`src/rtl/core/fam_pkg.sv`:
```
// ----------------------------------------------------------------------------
// fam_pkg
// shared types, constants and helpers of the automaton pattern matcher
// ----------------------------------------------------------------------------
package fam_pkg;

   // sizing
   localparam int MAX_PATTERN   = 16;
   localparam int POSITION_BITS = 16;
   localparam int PAT_STORE     = 16;
   localparam int PAT_CAP       = (MAX_PATTERN < PAT_STORE) ? MAX_PATTERN : PAT_STORE;
   localparam int STATE_BITS    = $clog2(PAT_CAP + 1);
   localparam int POS_WIDE      = POSITION_BITS + 1;

   localparam logic [POSITION_BITS-1:0] POS_MAX = {POSITION_BITS{1'b1}};

   // register interface
   localparam int CSR_INDEX_BITS = 2;
   localparam int CSR_DATA_BITS  = 64;
   localparam int LENGTH_BITS    = 5;

   localparam logic [CSR_INDEX_BITS-1:0] CSR_PATTERN_LO     = 2'd0;
   localparam logic [CSR_INDEX_BITS-1:0] CSR_PATTERN_HI     = 2'd1;
   localparam logic [CSR_INDEX_BITS-1:0] CSR_PATTERN_LENGTH = 2'd2;

   localparam logic [LENGTH_BITS-1:0] LENGTH_RESET = 5'd1;

   typedef struct packed {
      logic [7:0] text_byte;
      logic       sentence_start;
   } req_type;

   typedef struct packed {
      logic        match_found;
      logic [15:0] match_offset;
   } rsp_type;

   // pattern-derived lookup data, rebuilt every cycle from the registers
   typedef struct packed {
      logic [PAT_CAP-1:0][7:0]           pat;
      logic [STATE_BITS-1:0]             len;
      logic [PAT_CAP:0][PAT_CAP:0]       border;
   } fam_tbl_type;

   // fold A-Z to lower case
   function automatic logic [7:0] fold(input logic [7:0] c);
      logic [7:0] r;
      r = c;
      if (c >= 8'h41 && c <= 8'h5A) begin
         r = c + 8'h20;
      end
      return r;
   endfunction

endpackage

```
`src/rtl/core/finite_automaton_pattern_matcher.sv`:
```
// ----------------------------------------------------------------------------
// finite_automaton_pattern_matcher: streaming byte matcher, one rsp per req;
// a req is held in the input register, then in the result register that
// drives rsp; 1 transaction per cycle while rsp_ready does not stall
// the rate is set by the next-state loop through the state register
// synchronous reset clears pipeline, automaton state, position and pattern
// ----------------------------------------------------------------------------
module finite_automaton_pattern_matcher (
   input  logic                                 clock,
   input  logic                                 reset,
   input  logic                                 req_valid,
   output logic                                 req_ready,
   input  fam_pkg::req_type                     req_payload,
   output logic                                 rsp_valid,
   input  logic                                 rsp_ready,
   output fam_pkg::rsp_type                     rsp_payload,
   input  logic                                 csr_valid,
   output logic                                 csr_ready,
   input  logic [fam_pkg::CSR_INDEX_BITS-1:0]   csr_index,
   input  logic [fam_pkg::CSR_DATA_BITS-1:0]    csr_data
);
   import fam_pkg::*;

   // configuration registers
   logic [CSR_DATA_BITS-1:0] pattern_lo_ff, pattern_lo_in;
   logic [CSR_DATA_BITS-1:0] pattern_hi_ff, pattern_hi_in;
   logic [LENGTH_BITS-1:0]   pattern_length_ff, pattern_length_in;
   logic                     csr_hit;

   // input register stage
   logic    in_valid_ff, in_valid_in;
   req_type in_data_ff;

   // automaton state
   logic [STATE_BITS-1:0]    state_ff, state_in;
   logic [POSITION_BITS-1:0] pos_ff, pos_in;

   // result register stage
   logic    out_valid_ff, out_valid_in;
   rsp_type out_data_ff, out_data_in;

   fam_tbl_type tbl;

   logic                     advance;
   logic                     req_fire;
   logic [STATE_BITS-1:0]    cur_state;
   logic [POSITION_BITS-1:0] cur_pos;
   logic [STATE_BITS-1:0]    nxt_state;
   logic [7:0]               text_char;
   logic [POS_WIDE-1:0]      pos_plus;
   logic [POS_WIDE-1:0]      len_wide;
   logic                     found;

   // ---------------------------------------------------------------------
   // configuration port, always ready; any known write restarts the automaton
   // ---------------------------------------------------------------------
   assign csr_ready = 1'b1;

   always_comb begin
      pattern_lo_in     = pattern_lo_ff;
      pattern_hi_in     = pattern_hi_ff;
      pattern_length_in = pattern_length_ff;
      csr_hit           = 1'b0;
      if (csr_valid) begin
         unique case (csr_index)
            CSR_PATTERN_LO: begin
               pattern_lo_in = csr_data;
               csr_hit       = 1'b1;
            end
            CSR_PATTERN_HI: begin
               pattern_hi_in = csr_data;
               csr_hit       = 1'b1;
            end
            CSR_PATTERN_LENGTH: begin
               pattern_length_in = csr_data[LENGTH_BITS-1:0];
               csr_hit           = 1'b1;
            end
            default: begin
               csr_hit = 1'b0;
            end
         endcase
      end
   end

   // folded pattern and border table, registered from the configuration registers
   fam_table u_table (
      .clock          (clock),
      .pattern_lo     (pattern_lo_ff),
      .pattern_hi     (pattern_hi_ff),
      .pattern_length (pattern_length_ff),
      .tbl_ff         (tbl)
   );

   // ---------------------------------------------------------------------
   // handshake: item moves from input register to result register when
   // the result register is empty or its transaction completes
   // ---------------------------------------------------------------------
   assign advance   = in_valid_ff && (!out_valid_ff || rsp_ready);
   assign req_ready = !in_valid_ff || advance;
   assign req_fire  = req_valid && req_ready;

   assign in_valid_in = req_fire ? 1'b1 : (advance ? 1'b0 : in_valid_ff);

   // sentence start clears state and position before this byte
   assign cur_state = in_data_ff.sentence_start ? '0 : state_ff;
   assign cur_pos   = in_data_ff.sentence_start ? '0 : pos_ff;
   assign text_char = fold(in_data_ff.text_byte);

   fam_next u_next (
      .tbl        (tbl),
      .cur_state  (cur_state),
      .text_char  (text_char),
      .next_state (nxt_state)
   );

   // match bookkeeping: offset is position + 1 - length, guarded at zero
   assign found    = (nxt_state == tbl.len);
   assign pos_plus = {1'b0, cur_pos} + POS_WIDE'(1);
   assign len_wide = POS_WIDE'(tbl.len);

   always_comb begin
      out_data_in.match_found  = found;
      out_data_in.match_offset = '0;
      if (found && pos_plus >= len_wide) begin
         out_data_in.match_offset = 16'(pos_plus - len_wide);
      end
   end

   always_comb begin
      state_in = state_ff;
      pos_in   = pos_ff;
      if (advance) begin
         state_in = nxt_state;
         // position saturates at its top value
         pos_in   = (cur_pos < POS_MAX) ? cur_pos + POSITION_BITS'(1) : cur_pos;
      end
      if (csr_hit) begin
         state_in = '0;
      end
   end

   assign out_valid_in = advance ? 1'b1 : ((out_valid_ff && rsp_ready) ? 1'b0 : out_valid_ff);

   always_ff @(posedge clock) begin
      if (reset) begin
         pattern_lo_ff     <= '0;
         pattern_hi_ff     <= '0;
         pattern_length_ff <= LENGTH_RESET;
         in_valid_ff       <= 1'b0;
         out_valid_ff      <= 1'b0;
         state_ff          <= '0;
         pos_ff            <= '0;
      end else begin
         pattern_lo_ff     <= pattern_lo_in;
         pattern_hi_ff     <= pattern_hi_in;
         pattern_length_ff <= pattern_length_in;
         in_valid_ff       <= in_valid_in;
         out_valid_ff      <= out_valid_in;
         state_ff          <= state_in;
         pos_ff            <= pos_in;
      end
   end

   // payload registers
   always_ff @(posedge clock) begin
      if (req_fire) begin
         in_data_ff <= req_payload;
      end
      if (advance) begin
         out_data_ff <= out_data_in;
      end
   end

   assign rsp_valid   = out_valid_ff;
   assign rsp_payload = out_data_ff;

`ifndef SYNTHESIS
   // a held input transaction is never dropped
   a_in_hold: assert property (@(posedge clock) disable iff (reset)
      (in_valid_ff && !advance) |=> in_valid_ff)
      else $error("input register lost a transaction");

   // a register write restarts the automaton
   a_csr_restart: assert property (@(posedge clock) disable iff (reset)
      (csr_valid && (csr_index == CSR_PATTERN_LO || csr_index == CSR_PATTERN_HI ||
                     csr_index == CSR_PATTERN_LENGTH)) |=> (state_ff == '0))
      else $error("state not cleared after register write");

   // position only moves forward within a sentence
   a_pos_mono: assert property (@(posedge clock) disable iff (reset)
      (advance && !in_data_ff.sentence_start) |=> (pos_ff >= $past(pos_ff)))
      else $error("position went backward");

   // no offset without a match
   a_offset_zero: assert property (@(posedge clock) disable iff (reset)
      (rsp_valid && !rsp_payload.match_found) |-> (rsp_payload.match_offset == '0))
      else $error("offset set without match");
`endif

endmodule

```
`src/rtl/core/fam_table.sv`:
```
// ----------------------------------------------------------------------------
// fam_table
// registers the folded pattern, clamped length and the border table
// ----------------------------------------------------------------------------
module fam_table (
   input  logic                                 clock,
   input  logic [fam_pkg::CSR_DATA_BITS-1:0]    pattern_lo,
   input  logic [fam_pkg::CSR_DATA_BITS-1:0]    pattern_hi,
   input  logic [fam_pkg::LENGTH_BITS-1:0]      pattern_length,
   output fam_pkg::fam_tbl_type                 tbl_ff
);
   import fam_pkg::*;

   fam_tbl_type tbl_in;
   logic [2*CSR_DATA_BITS-1:0] pat_all;
   logic g;

   assign pat_all = {pattern_hi, pattern_lo};

   always_comb begin
      tbl_in = '0;
      for (int k = 0; k < PAT_CAP; k++) begin
         tbl_in.pat[k] = fold(pat_all[8*k +: 8]);
      end
      // clamp length to 1..PAT_CAP
      if (pattern_length == '0) begin
         tbl_in.len = STATE_BITS'(1);
      end else if (pattern_length > LENGTH_BITS'(PAT_CAP)) begin
         tbl_in.len = STATE_BITS'(PAT_CAP);
      end else begin
         tbl_in.len = STATE_BITS'(pattern_length);
      end
      // border[s][l]: prefix of length l-1 equals the l-1 bytes before state s
      for (int s = 0; s <= PAT_CAP; s++) begin
         for (int l = 0; l <= PAT_CAP; l++) begin
            g = 1'b0;
            if (l >= 1 && l <= s) begin
               g = 1'b1;
               for (int i = 0; i < PAT_CAP - 1; i++) begin
                  if (i + 1 < l) begin
                     g = g & (tbl_in.pat[i] == tbl_in.pat[s - l + 1 + i]);
                  end
               end
            end
            tbl_in.border[s][l] = g;
         end
      end
   end

   always_ff @(posedge clock) begin
      tbl_ff <= tbl_in;
   end

endmodule

```
`src/rtl/core/fam_next.sv`:
```
// ----------------------------------------------------------------------------
// fam_next
// automaton transition: next state from current state and folded byte
// ----------------------------------------------------------------------------
module fam_next (
   input  fam_pkg::fam_tbl_type                tbl,
   input  logic [fam_pkg::STATE_BITS-1:0]      cur_state,
   input  logic [7:0]                          text_char,
   output logic [fam_pkg::STATE_BITS-1:0]      next_state
);
   import fam_pkg::*;

   logic [PAT_CAP:0] char_eq;
   logic [PAT_CAP:0] row;
   logic             extend;

   always_comb begin
      char_eq = '0;
      for (int k = 0; k < PAT_CAP; k++) begin
         char_eq[k] = (text_char == tbl.pat[k]);
      end
   end

   assign row    = tbl.border[cur_state];
   assign extend = (cur_state < tbl.len) && char_eq[cur_state];

   // longest fallback prefix wins, direct extension beats all
   always_comb begin
      next_state = '0;
      for (int l = 1; l <= PAT_CAP; l++) begin
         if (char_eq[l-1] && row[l]) begin
            next_state = STATE_BITS'(l);
         end
      end
      if (extend) begin
         next_state = cur_state + STATE_BITS'(1);
      end
   end

endmodule

```
`config.mk`:
```
export PLATFORM = sky130hd
export DESIGN_NAME = finite_automaton_pattern_matcher
export DESIGN_NICKNAME = d
export VERILOG_FILES = /design/src/rtl/core/fam_pkg.sv /design/src/rtl/core/finite_automaton_pattern_matcher.sv /design/src/rtl/core/fam_table.sv /design/src/rtl/core/fam_next.sv
export SDC_FILE = /design/constraint.sdc
export NUM_CORES = 1
export LEC_CHECK = 0
export BUFFER_PORTS_ARGS = -buffer_cell sky130_fd_sc_hd__buf_4
export CAP_MARGIN = 20
export CORE_AREA = 2 2 260 185
export CTS_BUF_LIST = sky130_fd_sc_hd__clkbuf_4 sky130_fd_sc_hd__clkbuf_8 sky130_fd_sc_hd__clkbuf_16
export DETAILED_ROUTE_END_ITERATION = 10
export DIE_AREA = 0 0 262 187
export PLACE_DENSITY = 0.84
export SLEW_MARGIN = 40
export SYNTH_ARGS = -nofsm -noshare
export SYNTH_HDL_FRONTEND = slang
export SYNTH_SLANG_ARGS = --single-unit
```
`constraint.sdc`:
```
create_clock -name clock -period 13.95 [get_ports clock]
set_input_delay 0.6975 -clock clock [delete_from_list [all_inputs] [get_ports clock]]
set_output_delay 0.6975 -clock clock [all_outputs]
set_load 0.02 [all_outputs]
```
==> run metrics <==
drc violations 2; Worst-Skew Late Latency 0.62 ns; Initial Util 63.9%; failing checks design-rule violations; Arr. time, crit path 5.57 ns; worst hold path depth 1; ys async rst share 0%; reg2reg path depth 12; layout cells sized above 1 12.7%; width of the die about 260 um; initial antenna violation count 4; CP Capture Type flip-flop; Seq/Total Area, Yosys 29.9%; register clock-pin slew on the reported worst setup and hold paths 0.07 ns; number of CTS-inserted buffers 42; area of the mapped netlist 30,000 sq um; gp weighted congestion roughly 1.1; total die area 49,000 sq um; Clock Tree Root clkbuf_16; # IOs 100; EDFF count, synth 26; Period minus WS final 5.16 ns; run status finished with violations; CTS Buffer Depth 3; Max Cap Viol 0; highest cell delay on the worst timing path between 0.8 and 0.9 ns; Total Nets Final 3,627; Die Y ~190 um; Max-slew headroom between 30% and 40%; number of buffers inserted by hold repair at cts 0; setup_tns 0 ns; FMAX 194 MHz; worst IR drop on VDD 0.102 mV; GRT Total Usage a little under half; Final Core Density 70.4%; DRT iter0 DRCs 4,917; Hold WS roughly 0.28 ns; M3 GR Usage 23.3%; Power Density 104 nW/um^2; met2 Usage GRT 60.2%; row cnt 67; global route overflow 0; flops & latches, synth around 440; Hold Path Class input port to flip-flop; Worst-Margin Slew about 0.90 ns; syn avg cell area 8.45 sq um; CTS H-tree depth 2; cts repair resizes 0; Leak Pwr 13.9 nW; RSZ-0062 raised after global routing false; Synth area leader dfxtp_1; core footprint 46,900 sq um; Slew Viols, Final 0; WL per Instance 27.7 um; Post-Route WL 116 mm; vias 28,600; post-route clock period utilization 37.0%; Synth area leaders dfxtp_1, xnor2_1, xor2_1; Cell Chain, Critical Path ha_1 -> nor3_1 -> o22ai_1 -> or4_1 -> nor3_1 -> a41oi_1 -> a41oi_1 -> xnor2_1 -> o21ai_0 -> or4_1 -> a211o_1 -> nor4b_2; port bufs 98; Req. time, crit path 14.36 ns; dominant synthesized flop cell dfxtp_1; clock skew 0.0476 ns; Max Fanout on Critical Path 26; final hold violations 0; CTS Sinks about 440; YS warnings 0; met1 usage 60.6%; Post-DRT Antenna Nets 0; busiest grt layer met1; Post-Place Cells 4,091; Worst setup SP type flip-flop; setup violators final 0; TritonCTS clock tree done; Synth Instances 3,550; Distinct cells, synth ~110; vias in the first global route 26,900; kind of critical path flip-flop to flip-flop; area of the multi-input gates 19,600 sq um; DR pass1 iterations 11; slowest CP cell edfxtp_1; CP top delay family simple AND/OR/NAND/NOR gates; P&R area growth vs syn 10.1%; postcts setup bufs 0; first-pass GRT wire length 170 mm; pin count of the biggest net entering global routing 74; worst path bufs/invs 0; Post-Layout Cell Count 4,170; FF+latch area 8970 sq um; top cell type's share of synthesized area between 20% and 30%; syn nets 3,662; fillcell total 3,489; HPWL Detailed between 70 and 80 mm; via/cell ratio about 7; cell count along the critical path 12
[worst register-to-register path: cells and delay by family, from the launching register on]
| kind | cells | cell delay, ns |
|---|---|---|
| compound gates | 5 | 1.40 |
| xor+xnor | 1 | 0.16 |
| fa+ha+maj | 1 | 0.47 |
| flops | 1 | 0.81 |
| simple gates | 5 | 2.15 |
[layer usage]
layer  part of all wire [%]  wire (um)  up-vias
met1                     37      43000    13400
met4                    6.8       7910        8
li1                       -          -    11900
met3                     19      21400      674
met5                  0.082         95        -
met2                     37      43300     2620
[logic make-up (layout without fill, tap and decap cells)]
group	Yosys count	in the layout	share of synthesized area (%)
adder cells (fa/ha/maj)	32	32	1.36
AO/OA/AOI/OAI	411	411	9.71
multiplexers	44	44	1.81
AND/OR/NAND/NOR	1115	1115	19.5
other	1	2	0.0125
XOR/XNOR	1090	1090	31.8
buffers and inverters	422	420	5.86
flip-flops	435	435	29.9
[sequential cells by signal, indices dropped and copies added, names as in the netlist, 5 cells and up]
| register | flops |
|---|---|
| rsp_payload | 17 |
| pattern_lo_ff | 64 |
| pattern_hi_ff | 64 |
| in_data_ff | 9 |
| state_ff | 5 |
| pattern_length_ff | 5 |
| pos_ff | 16 |
| u_table.tbl_ff | 253 |
[final cells by class]
| cell class | count | area share (%) |
|---|---|---|
| repair buffers | 244 | 5.61 |
| inverters | 99 | 1.12 |
| diodes | 1 | 0.00757 |
| clock buffers | 66 | 4.09 |
| well taps | 621 | 2.35 |
| clock inverters | 11 | 0.515 |
| flip-flops and latches | 435 | 27.1 |
| multi-input cells | 2693 | 59.2 |
[final timing paths]
check	startpoint	endpoint	slack [ns]
worst min-delay path	req_payload[0]	in_data_ff[0]	0.28
worst max register to register	in_data_ff[7]	rsp_payload[0]	8.79
worst min register to register	pattern_lo_ff[39]	pattern_lo_ff[39]	0.48
worst max-delay path	in_data_ff[7]	rsp_payload[0]	8.79
[metrics by stage]
| step | power, mW | instance area (sq um) | setup WS (ns) |
|---|---|---|---|
| floorplan | 1.89 | 30000 | 9.34 |
| detailed placement | 2.12 | 31500 | 8.83 |
| global placement | 2.10 | 31400 | 8.75 |
| global route | 3.50 | 33100 | 8.53 |
| CTS | 3.37 | 33000 | 8.80 |
| finish | 3.42 | 33100 | 8.79 |
[layout by cell type (no fill, tap or decap), drive strengths merged, types with 16 or more instances in the layout]
| master | Yosys | final |
|---|---|---|
| xnor2 | 602 | 602 |
| xor2 | 488 | 488 |
| dfxtp | 409 | 409 |
| nand2 | 351 | 351 |
| buf | 138 | 244 |
| a21oi | 166 | 166 |
| nor3 | 159 | 159 |
| nand3 | 154 | 154 |
| nor4 | 104 | 104 |
| inv | 95 | 97 |
| nor2 | 89 | 89 |
| clkbuf | 185 | 66 |
| nand4 | 50 | 50 |
| and4 | 42 | 42 |
| ha | 31 | 31 |
| o21ai | 31 | 31 |
| and2 | 26 | 26 |
| edfxtp | 26 | 26 |
| mux2i | 25 | 25 |
| nor2b | 23 | 23 |
| and3 | 20 | 20 |
| nor4b | 17 | 17 |
| a31oi | 17 | 17 |
| nand2b | 16 | 16 |
[Yosys cell counts, types with 11 or more instances]
cell,count
a211oi_1,13
a21oi_1,164
a31oi_1,17
and2_1,26
and3_1,20
and4_1,42
buf_1,52
buf_2,70
buf_4,11
clkbuf_1,184
dfxtp_1,409
edfxtp_1,26
ha_1,31
inv_1,93
mux2_2,12
mux2i_1,25
nand2_1,351
nand2b_1,16
nand3_1,153
nand4_1,50
nor2_1,87
nor2b_1,23
nor3_1,148
nor4_1,99
nor4b_1,13
o21a_1,11
o21ai_0,24
o2bb2ai_1,13
or2_2,13
xnor2_1,601
xor2_1,488
[report_power, final]
group	switching, mW	internal, mW	total (mW)
registers	0.0530	1.32	1.37
logic	0.488	0.289	0.777
clock network	0.529	0.744	1.27
total	1.07	2.35	3.42
(Power assumes the default switching activity.)
